## src/hw/rtl/stfw_pkg.sv

```systemverilog
package stfw_pkg;

   // default table shape
   localparam int NUM_SEMS_DEF  = 16;
   localparam int NUM_PROCS_DEF = 16;

   // field widths
   localparam int KIND_W     = 2;
   localparam int SEM_IDX_W  = 4;
   localparam int COUNT_W    = 16;
   localparam int PID_W      = 4;
   localparam int ALLOC_IDX_W = 4;

   // packed stream widths
   localparam int REQ_DATA_W = 24;
   localparam int RSP_DATA_W = 16;

   // count saturation limits
   localparam logic signed [COUNT_W-1:0] COUNT_MIN = 16'sh8000;
   localparam logic signed [COUNT_W-1:0] COUNT_MAX = 16'sh7fff;

   typedef enum logic [KIND_W-1:0] {
      KIND_ALLOC  = 2'd0,
      KIND_WAIT   = 2'd1,
      KIND_SIGNAL = 2'd2
   } kind_type;

   typedef enum logic [1:0] {
      ST_CLEAR,
      ST_IDLE,
      ST_LOOKUP,
      ST_RESOLVE
   } state_type;

   typedef struct packed {
      logic clear;   // write one clearing entry
      logic accept;  // capture request, read table entry
      logic lookup;  // read wait ring slot
      logic commit;  // write back, load response
   } cmd_type;

   typedef struct packed {
      logic clear_last;
   } sts_type;

endpackage

```

## src/hw/rtl/stfw_ram.sv

```systemverilog
module stfw_ram #(
   parameter int WIDTH = 8,
   parameter int DEPTH = 16
) (
   input  logic                                      clock,
   input  logic                                      wr_en,
   input  logic [((DEPTH > 1) ? $clog2(DEPTH) : 1)-1:0] wr_addr,
   input  logic [WIDTH-1:0]                          wr_data,
   input  logic                                      rd_en,
   input  logic [((DEPTH > 1) ? $clog2(DEPTH) : 1)-1:0] rd_addr,
   output logic [WIDTH-1:0]                          rd_data
);

   logic [WIDTH-1:0] mem_ff [DEPTH];
   logic [WIDTH-1:0] rd_data_ff;

   always_ff @(posedge clock) begin
      if (wr_en) begin
         mem_ff[wr_addr] <= wr_data;
      end
      if (rd_en) begin
         rd_data_ff <= mem_ff[rd_addr];
      end
   end

   assign rd_data = rd_data_ff;

endmodule

```

## src/hw/rtl/stfw_ctrl.sv

```systemverilog
module stfw_ctrl (
   input  logic               clock,
   input  logic               reset,
   input  logic               req_tvalid,
   output logic               req_tready,
   output logic               rsp_tvalid,
   input  logic               rsp_tready,
   output stfw_pkg::cmd_type  cmd,
   input  stfw_pkg::sts_type  sts
);

   stfw_pkg::state_type state_ff, state_in;
   logic                rsp_valid_ff, rsp_valid_in;

   always_ff @(posedge clock) begin
      if (reset) begin
         state_ff     <= stfw_pkg::ST_CLEAR;
         rsp_valid_ff <= 1'b0;
      end else begin
         state_ff     <= state_in;
         rsp_valid_ff <= rsp_valid_in;
      end
   end

   always_comb begin
      state_in   = state_ff;
      cmd        = '0;
      req_tready = 1'b0;
      case (state_ff)
         stfw_pkg::ST_CLEAR: begin
            cmd.clear = 1'b1;
            if (sts.clear_last) begin
               state_in = stfw_pkg::ST_IDLE;
            end
         end
         stfw_pkg::ST_IDLE: begin
            req_tready = 1'b1;
            if (req_tvalid) begin
               cmd.accept = 1'b1;
               state_in   = stfw_pkg::ST_LOOKUP;
            end
         end
         stfw_pkg::ST_LOOKUP: begin
            cmd.lookup = 1'b1;
            state_in   = stfw_pkg::ST_RESOLVE;
         end
         stfw_pkg::ST_RESOLVE: begin
            // hold until the response register can take the result
            if (!rsp_valid_ff || rsp_tready) begin
               cmd.commit = 1'b1;
               state_in   = stfw_pkg::ST_IDLE;
            end
         end
         default: begin
            state_in = stfw_pkg::ST_CLEAR;
         end
      endcase
   end

   always_comb begin
      rsp_valid_in = rsp_valid_ff;
      if (cmd.commit) begin
         rsp_valid_in = 1'b1;
      end else if (rsp_tready) begin
         rsp_valid_in = 1'b0;
      end
   end

   assign rsp_tvalid = rsp_valid_ff;

   a_accept_then_lookup: assert property (@(posedge clock) disable iff (reset)
      req_tvalid && req_tready |=> state_ff == stfw_pkg::ST_LOOKUP)
      else $error("accepted request not followed by table lookup");

   a_no_accept_in_clear: assert property (@(posedge clock) disable iff (reset)
      state_ff == stfw_pkg::ST_CLEAR |-> !req_tready)
      else $error("request taken during clearing pass");

   a_commit_slot_free: assert property (@(posedge clock) disable iff (reset)
      cmd.commit |-> !rsp_valid_ff || rsp_tready)
      else $error("commit would overwrite a pending response");

   a_commit_gives_rsp: assert property (@(posedge clock) disable iff (reset)
      cmd.commit |=> rsp_valid_ff)
      else $error("commit did not raise response valid");

endmodule

```

## src/hw/rtl/stfw_dp.sv

```systemverilog
module stfw_dp #(
   parameter int NUM_SEMS  = stfw_pkg::NUM_SEMS_DEF,
   parameter int NUM_PROCS = stfw_pkg::NUM_PROCS_DEF
) (
   input  logic                              clock,
   input  logic                              reset,
   input  stfw_pkg::cmd_type                 cmd,
   output stfw_pkg::sts_type                 sts,
   input  logic [stfw_pkg::REQ_DATA_W-1:0]   req_tdata,
   input  logic [stfw_pkg::KIND_W-1:0]       req_tuser,
   output logic [stfw_pkg::RSP_DATA_W-1:0]   rsp_tdata
);

   localparam int SEM_AW  = (NUM_SEMS > 1) ? $clog2(NUM_SEMS) : 1;
   localparam int SEM_CW  = $clog2(NUM_SEMS + 1);
   localparam int PROC_AW = $clog2(NUM_PROCS);
   localparam int Q_DEPTH = NUM_SEMS * NUM_PROCS;
   localparam int QAW     = $clog2(Q_DEPTH);
   localparam int CW      = stfw_pkg::COUNT_W;
   localparam int PW      = stfw_pkg::PID_W;
   localparam int TW      = CW + 2 * PROC_AW;
   localparam int QW      = 1 + PW;

   // ring position after p
   function automatic logic [PROC_AW-1:0] next_slot(input logic [PROC_AW-1:0] p);
      logic [PROC_AW-1:0] r;
      if (32'(p) == NUM_PROCS - 1) begin
         r = '0;
      end else begin
         r = p + 1'b1;
      end
      return r;
   endfunction

   // flat address of a ring slot
   function automatic logic [QAW-1:0] q_addr(input logic [SEM_AW-1:0] s,
                                             input logic [PROC_AW-1:0] slot);
      logic [QAW-1:0] a;
      a = QAW'(QAW'(s) * QAW'(NUM_PROCS)) + QAW'(slot);
      return a;
   endfunction

   // captured request
   logic [stfw_pkg::KIND_W-1:0]    kind_ff;
   logic [stfw_pkg::SEM_IDX_W-1:0] sem_ff;
   logic signed [CW-1:0]           init_ff;
   logic [PW-1:0]                  pid_ff;
   logic [SEM_AW-1:0]              tbl_addr_ff;

   logic [SEM_CW-1:0] alloc_cnt_ff, alloc_cnt_in;
   logic [QAW-1:0]    clr_addr_ff;
   logic [stfw_pkg::RSP_DATA_W-1:0] rsp_data_ff, rsp_data_in;

   // memory ports
   logic              tbl_we;
   logic [SEM_AW-1:0] tbl_waddr, tbl_raddr;
   logic [TW-1:0]     tbl_wdata, tbl_rdata;
   logic              q_we;
   logic [QAW-1:0]    q_waddr, q_raddr;
   logic [QW-1:0]     q_wdata, q_rdata;

   // decoded table entry
   logic signed [CW-1:0] t_count, cnt_dec, cnt_inc;
   logic [PROC_AW-1:0]   t_head, t_tail, head_next, tail_next;
   logic                 in_range, alloc_ok;

   // result fields
   logic [stfw_pkg::ALLOC_IDX_W-1:0] res_idx;
   logic                             res_fail, res_blocks, res_woke;
   logic [PW-1:0]                    res_wpid;

   stfw_ram #(.WIDTH(TW), .DEPTH(NUM_SEMS)) u_tbl_ram (
      .clock   (clock),
      .wr_en   (tbl_we),
      .wr_addr (tbl_waddr),
      .wr_data (tbl_wdata),
      .rd_en   (cmd.accept),
      .rd_addr (tbl_raddr),
      .rd_data (tbl_rdata)
   );

   stfw_ram #(.WIDTH(QW), .DEPTH(Q_DEPTH)) u_ring_ram (
      .clock   (clock),
      .wr_en   (q_we),
      .wr_addr (q_waddr),
      .wr_data (q_wdata),
      .rd_en   (cmd.lookup),
      .rd_addr (q_raddr),
      .rd_data (q_rdata)
   );

   assign t_count   = signed'(tbl_rdata[TW-1 -: CW]);
   assign t_head    = tbl_rdata[2*PROC_AW-1 -: PROC_AW];
   assign t_tail    = tbl_rdata[PROC_AW-1:0];
   assign head_next = next_slot(t_head);
   assign tail_next = next_slot(t_tail);
   assign cnt_dec   = (t_count != stfw_pkg::COUNT_MIN) ? t_count - 16'sd1 : t_count;
   assign cnt_inc   = (t_count != stfw_pkg::COUNT_MAX) ? t_count + 16'sd1 : t_count;
   assign in_range  = 32'(sem_ff) < NUM_SEMS;
   assign alloc_ok  = 32'(alloc_cnt_ff) < NUM_SEMS;

   // allocate reads the next free entry, others the addressed one
   assign tbl_raddr = (req_tuser == stfw_pkg::KIND_ALLOC) ?
                      alloc_cnt_ff[SEM_AW-1:0] :
                      SEM_AW'(req_tdata[stfw_pkg::SEM_IDX_W-1:0]);
   assign q_raddr   = q_addr(tbl_addr_ff, head_next);

   always_comb begin
      tbl_we       = 1'b0;
      tbl_waddr    = tbl_addr_ff;
      tbl_wdata    = {t_count, t_head, t_tail};
      q_we         = 1'b0;
      q_waddr      = q_addr(tbl_addr_ff, t_tail);
      q_wdata      = '0;
      alloc_cnt_in = alloc_cnt_ff;
      res_idx      = '0;
      res_fail     = 1'b0;
      res_blocks   = 1'b0;
      res_woke     = 1'b0;
      res_wpid     = '0;
      if (cmd.clear) begin
         tbl_we    = 32'(clr_addr_ff) < NUM_SEMS;
         tbl_waddr = clr_addr_ff[SEM_AW-1:0];
         tbl_wdata = {{CW{1'b0}}, PROC_AW'(NUM_PROCS - 1), {PROC_AW{1'b0}}};
         q_we      = 1'b1;
         q_waddr   = clr_addr_ff;
      end else if (cmd.commit) begin
         case (kind_ff)
            stfw_pkg::KIND_ALLOC: begin
               if (alloc_ok) begin
                  tbl_we       = 1'b1;
                  tbl_wdata    = {init_ff, t_head, t_tail};
                  res_idx      = stfw_pkg::ALLOC_IDX_W'(alloc_cnt_ff);
                  alloc_cnt_in = alloc_cnt_ff + 1'b1;
               end else begin
                  res_fail = 1'b1;
               end
            end
            stfw_pkg::KIND_WAIT: begin
               if (in_range) begin
                  tbl_we = 1'b1;
                  if (cnt_dec < 0) begin
                     // enqueue at tail, overwriting whatever sits there
                     q_we       = 1'b1;
                     q_wdata    = {1'b1, pid_ff};
                     tbl_wdata  = {cnt_dec, t_head, tail_next};
                     res_blocks = 1'b1;
                  end else begin
                     tbl_wdata = {cnt_dec, t_head, t_tail};
                  end
               end
            end
            stfw_pkg::KIND_SIGNAL: begin
               if (in_range) begin
                  tbl_we = 1'b1;
                  if (q_rdata[PW]) begin
                     q_we      = 1'b1;
                     q_waddr   = q_addr(tbl_addr_ff, head_next);
                     q_wdata   = {1'b0, q_rdata[PW-1:0]};
                     tbl_wdata = {cnt_inc, head_next, t_tail};
                     res_woke  = 1'b1;
                     res_wpid  = q_rdata[PW-1:0];
                  end else begin
                     tbl_wdata = {cnt_inc, t_head, t_tail};
                  end
               end
            end
            default: begin
            end
         endcase
      end
   end

   assign rsp_data_in = {5'b0, res_wpid, res_woke, res_blocks, res_fail, res_idx};

   always_ff @(posedge clock) begin
      if (reset) begin
         alloc_cnt_ff <= '0;
         clr_addr_ff  <= '0;
      end else begin
         alloc_cnt_ff <= alloc_cnt_in;
         if (cmd.clear) begin
            clr_addr_ff <= clr_addr_ff + 1'b1;
         end
      end
   end

   always_ff @(posedge clock) begin
      if (cmd.accept) begin
         kind_ff     <= req_tuser;
         sem_ff      <= req_tdata[3:0];
         init_ff     <= signed'(req_tdata[19:4]);
         pid_ff      <= req_tdata[23:20];
         tbl_addr_ff <= tbl_raddr;
      end
      if (cmd.commit) begin
         rsp_data_ff <= rsp_data_in;
      end
   end

   assign sts.clear_last = clr_addr_ff == QAW'(Q_DEPTH - 1);
   assign rsp_tdata      = rsp_data_ff;

endmodule

```

## src/hw/rtl/semaphore_table_fifo_wait_unit.sv

```systemverilog
// counting semaphore table with a fifo wait ring per entry
//
// request stream (req_*): tuser carries the call kind (allocate, wait,
// signal), tdata the entry index, initial count and caller id. every
// request gives exactly one response on the rsp_* stream, in order.
// response tdata: allocated index, allocate failure, caller blocks,
// woke flag and woken process id.
//
// timing: the table read, the ring read and the write-back run as one
// shared sequence over the two memories, so a new request is taken only
// after the previous one has been written back.
// the next request is taken while a response still waits, so a stalled
// receiver costs nothing until a second result is ready; the unit then
// holds that result internally and takes no request until rsp_tready.
//
// after reset a clearing pass over all NUM_SEMS * NUM_PROCS ring slots
// (256 by default) empties every ring and zeroes every count; req_tready
// stays low meanwhile.
module semaphore_table_fifo_wait_unit #(
   parameter int NUM_SEMS  = stfw_pkg::NUM_SEMS_DEF,
   parameter int NUM_PROCS = stfw_pkg::NUM_PROCS_DEF
) (
   input  logic                            clock,
   input  logic                            reset,
   // request stream
   input  logic                            req_tvalid,
   output logic                            req_tready,
   // sem_index[3:0], init_value[19:4], caller_pid[23:20]
   input  logic [stfw_pkg::REQ_DATA_W-1:0] req_tdata,
   // kind[1:0]
   input  logic [stfw_pkg::KIND_W-1:0]     req_tuser,
   // response stream
   output logic                            rsp_tvalid,
   input  logic                            rsp_tready,
   // alloc_index[3:0], alloc_failed[4], caller_blocks[5], woke[6],
   // woken_pid[10:7], zero fill[15:11]
   output logic [stfw_pkg::RSP_DATA_W-1:0] rsp_tdata
);

   stfw_pkg::cmd_type cmd;
   stfw_pkg::sts_type sts;

   // sequencing: clear pass, accept, lookup, resolve and write-back
   stfw_ctrl u_ctrl (
      .clock      (clock),
      .reset      (reset),
      .req_tvalid (req_tvalid),
      .req_tready (req_tready),
      .rsp_tvalid (rsp_tvalid),
      .rsp_tready (rsp_tready),
      .cmd        (cmd),
      .sts        (sts)
   );

   // table and ring memories, count update, response register
   stfw_dp #(
      .NUM_SEMS  (NUM_SEMS),
      .NUM_PROCS (NUM_PROCS)
   ) u_dp (
      .clock     (clock),
      .reset     (reset),
      .cmd       (cmd),
      .sts       (sts),
      .req_tdata (req_tdata),
      .req_tuser (req_tuser),
      .rsp_tdata (rsp_tdata)
   );

endmodule

```

## config.mk

```make
export PLATFORM = sky130hd
export DESIGN_NAME = semaphore_table_fifo_wait_unit
export DESIGN_NICKNAME = d
export VERILOG_FILES = /design/src/hw/rtl/stfw_pkg.sv /design/src/hw/rtl/stfw_ram.sv /design/src/hw/rtl/stfw_ctrl.sv /design/src/hw/rtl/stfw_dp.sv /design/src/hw/rtl/semaphore_table_fifo_wait_unit.sv
export SDC_FILE = /design/constraint.sdc
export NUM_CORES = 2
export LEC_CHECK = 0
export BUFFER_PORTS_ARGS = -buffer_cell sky130_fd_sc_hd__buf_2
export CORE_AREA = 5 5 349 351
export DETAILED_ROUTE_END_ITERATION = 8
export DIE_AREA = 0 0 354 356
export PLACE_DENSITY_LB_ADDON = 0.25
export SYNTH_ARGS = -nofsm -noshare
export SYNTH_HDL_FRONTEND = slang
export SYNTH_SLANG_ARGS = --single-unit
```

## constraint.sdc

```tcl
create_clock -name clock -period 22.8 [get_ports clock]
set_input_delay 4.56 -clock clock [delete_from_list [all_inputs] [get_ports clock]]
set_output_delay 4.56 -clock clock [all_outputs]
set_load 0.1 [all_outputs]
```

==> run_results.csv <==
group,metric,value,unit
status,run_status,"finished with violations",
status,failed_checks,"max-capacitance violations, max-slew violations",
die,die_height,356,um
clock_network,cts.repair_timing.setup_buffer_count,0,
timing,setup-tns-final,0,ps
clock_network,cts.clk_slew.worst_paths,70,ps
finish,stdcell_count,6224,
timing,setup_violations,0,
die,fp.dieArea,0.1260,sq mm
clock_network,clock-root-buffer,"clkbuf_16",
synthesis,synthesis.yosys.warnings,0,
place,place.port_buffers,42,
timing,worst_clock_skew,28.21,ps
critical_path,timing.critical_path.from_type,"input port",
route,detailedRoute.firstIterationViolations,5970,
critical_path,required,23220,ps
clock_network,number_of_buffers_inserted_during_clock_tree_synthesis,170,
route,vias_after_detailed_routing,41759,
synthesis,netlist_area,0.07048,sq mm
clock_network,htreeDepth,4,
die,floorplan.rows,127,
flow_run,max-cap-violations,1,
route,routed_wl,187200,um
route,drc,0,
timing,slew_headroom,-0.05302,
clock_network,cts_buffer_depth,3,
timing,fin_crit,7865,ps
clock_network,clkLatencyLatePin,810,ps
clock_network,post_cts_hold_buffer_count,0,
route,post_drt_via_cell_ratio,6.709,
place,cell_count_after_placement,5908,
critical_path,critPathMaxFanout,19,
timing,slew_viol_final,5,
synthesis,synth_most_common_cell,"edfxtp_1",
route,detailed_route_wire_length_per_cell,30.08,um
die,initial_core_util,0.5937,
finish,drive_gt1_frac,0.1532,
die,design.portCount,48,
synthesis,synthArstFlopShare,0,
synthesis,yosys.cell_types.count,71,
global_route,grt_first_pass_wirelength,274200,um
global_route,grt_usage,0.2968,
finish,syn_to_final_growth,10.88,%
place,dpl.hpwl,104100,um
synthesis,synth_edf_count,1730,
power,p_leak,27.69,nW
power,ir_drop,83.60,uV
clock_network,cts_tree,"done",
global_route,grt_antenna_before_repair,4,
critical_path,worst_r2r_path_depth,12,
critical_path,crit_arrival,8290,ps
finish,fillers,7916,
synthesis,synth_top_cell_by_area,"edfxtp_1",
route,detailed_routing_iteration_count_for_the_pre_antenna_repair_pass,8,
timing,rsz0062_at_grt,"no",
worst_hold_path,timing.hold.worst_path_depth,2,
clock_network,tritoncts_num_sinks,1746,
synthesis,synthDominantCellAreaShare,0.7371,
route,antenna_left,0,
critical_path,path_class,"input port to register",
power,cellPowerDensity,83.33,mW/mm^2
timing,final_hold_viol_count,0,
synthesis,synth.top_cells.by_area,"edfxtp_1, mux4_2, nand2_1",
timing,max_slew.worst_pin.slew,1563,ps
worst_hold_path,timing.hold.worst.class,"register to register",
synthesis,ys_top_cells_by_count,"edfxtp_1, nand2_1, nor2_1, nand3_1, mux4_2",
global_route,grt_max_degree,204,
die,design.core.area,0.1187,sq mm
global_route,first_global_vias,40725,
timing,timing.fmax,127.1,MHz
critical_path,cp-end-kind,"register",
finish,design.final.nets,4578,
synthesis,gate_count_post_synth,4517,
timing,post-route-period-util,0.3450,
die,fp.dieW,354,um
synthesis,synthFlopType,"edfxtp_1",
synthesis,ys_seq_elements,1746,
synthesis,synth_area_per_cell,15.60,sq um
synthesis,ys_seq_area_frac,0.7417,
global_route,grt_overflow_total,0,
place,gpl.final_weighted_congestion,0.8678,
clock_network,count_of_instances_resized_after_the_clock_tree_is_built,0,
## cell usage in the layout (no fill, tap or decap), types with 64 or more instances in the layout
| cell | Yosys | routed |
|---|---|---|
| nand3_1 | 275 | 273 |
| nand2_1 | 781 | 779 |
| mux4_2 | 254 | 254 |
| edfxtp_1 | 1730 | 1730 |
| nor3_1 | 66 | 64 |
| a311oi_1 | 68 | 68 |
| nor2_1 | 353 | 332 |
| clkbuf_16 | 0 | 174 |
| buf_4 | 31 | 85 |
| a21oi_1 | 122 | 120 |
## final timing paths
path / to / slack, ps / start
hold / removal: u_ctrl.state_ff[1] / 590 / u_ctrl.state_ff[1]
setup / recovery: u_dp.u_ring_ram.mem_ff[49][0] / 14930 / rsp_tready
hold reg to reg: u_ctrl.state_ff[1] / 590 / u_ctrl.state_ff[1]
setup reg to reg: u_dp.u_ring_ram.rd_data[4] / 16520 / u_dp.u_tbl_ram.rd_data[4]
## flip-flops by register name, summed over array words and instances, names as in the netlist, 4 cells and up
register                 flops
u_dp.alloc_cnt_ff            5
u_dp.init_ff                16
u_dp.u_ring_ram.mem_ff    1280
u_dp.u_tbl_ram.mem_ff      384
u_dp.rsp_tdata              11
u_dp.tbl_addr_ff             4
u_dp.clr_addr_ff             8
u_dp.u_tbl_ram.rd_data      24
u_dp.pid_ff                  4
u_dp.u_ring_ram.rd_data      5
## critical path, stage by stage
cell      delay [ps]
buf_2            120
nand2b_1         140
nand2_1           90
inv_1            380
nand2_1          470
o21bai_4         740
nand3_2          990
nor2_1           730
## cells by family after synthesis
| family | synth area share |
|---|---|
| XOR/XNOR | 0.001846 |
| AND/OR/NAND/NOR | 0.1011 |
| multiplexers | 0.08797 |
| adder cells (fa/ha/maj) | 0.002663 |
| AO/OA/AOI/OAI | 0.04469 |
| buffers and inverters | 0.01999 |
| other | 0.00005321 |
| flip-flops | 0.7417 |
## per-layer routing
metal,global-route usage,up-vias,wire (um)
li1,-,17487,-
met1,0.4057,20930,68630
met2,0.4612,2813,87840
met3,0.06808,527,20820
met4,0.1418,2,9925
met5,0,-,13
## area by class of cell
| class | count | area [sq um] | area share |
|---|---|---|---|
| tap | 1548 | 1937 | 0.02479 |
| clock buffer | 203 | 4503 | 0.05762 |
| antenna | 1 | 2.502 | 0.00003202 |
| clock inverter | 111 | 1205 | 0.01542 |
| timing repair buffer | 135 | 996.0 | 0.01274 |
| multi-input combinational | 2453 | 17130 | 0.2192 |
| inverter | 27 | 106.4 | 0.001361 |
| sequential | 1746 | 52270 | 0.6689 |
## power by group
part           switching [W]  total [W]  leakage [nW]  internal (W)
Sequential        0.00000527    0.00350          19.2       0.00350
Clock                0.00122    0.00287          2.79       0.00166
Combinational       0.000104   0.000136          5.66     0.0000315
Total                0.00133    0.00651          27.7       0.00519
## through the flow
step | hold WS (ps) | power, W | setup slack, ps | instance area, sq um | util
after floorplan | 513.3 | 0.003651 | 9827 | 70490 | -
after global placement | 546.9 | 0.003703 | 14350 | 72430 | 0.6102
after detailed placement | 581.9 | 0.003705 | 14170 | 72430 | 0.6102
after CTS | 593.6 | 0.006529 | 15020 | 78140 | 0.6583
after global routing | 610.7 | 0.006683 | 14850 | 78140 | 0.6583
final | 588.2 | 0.006512 | 14930 | 78150 | 0.6584
Power figures use the tool's default switching activity.
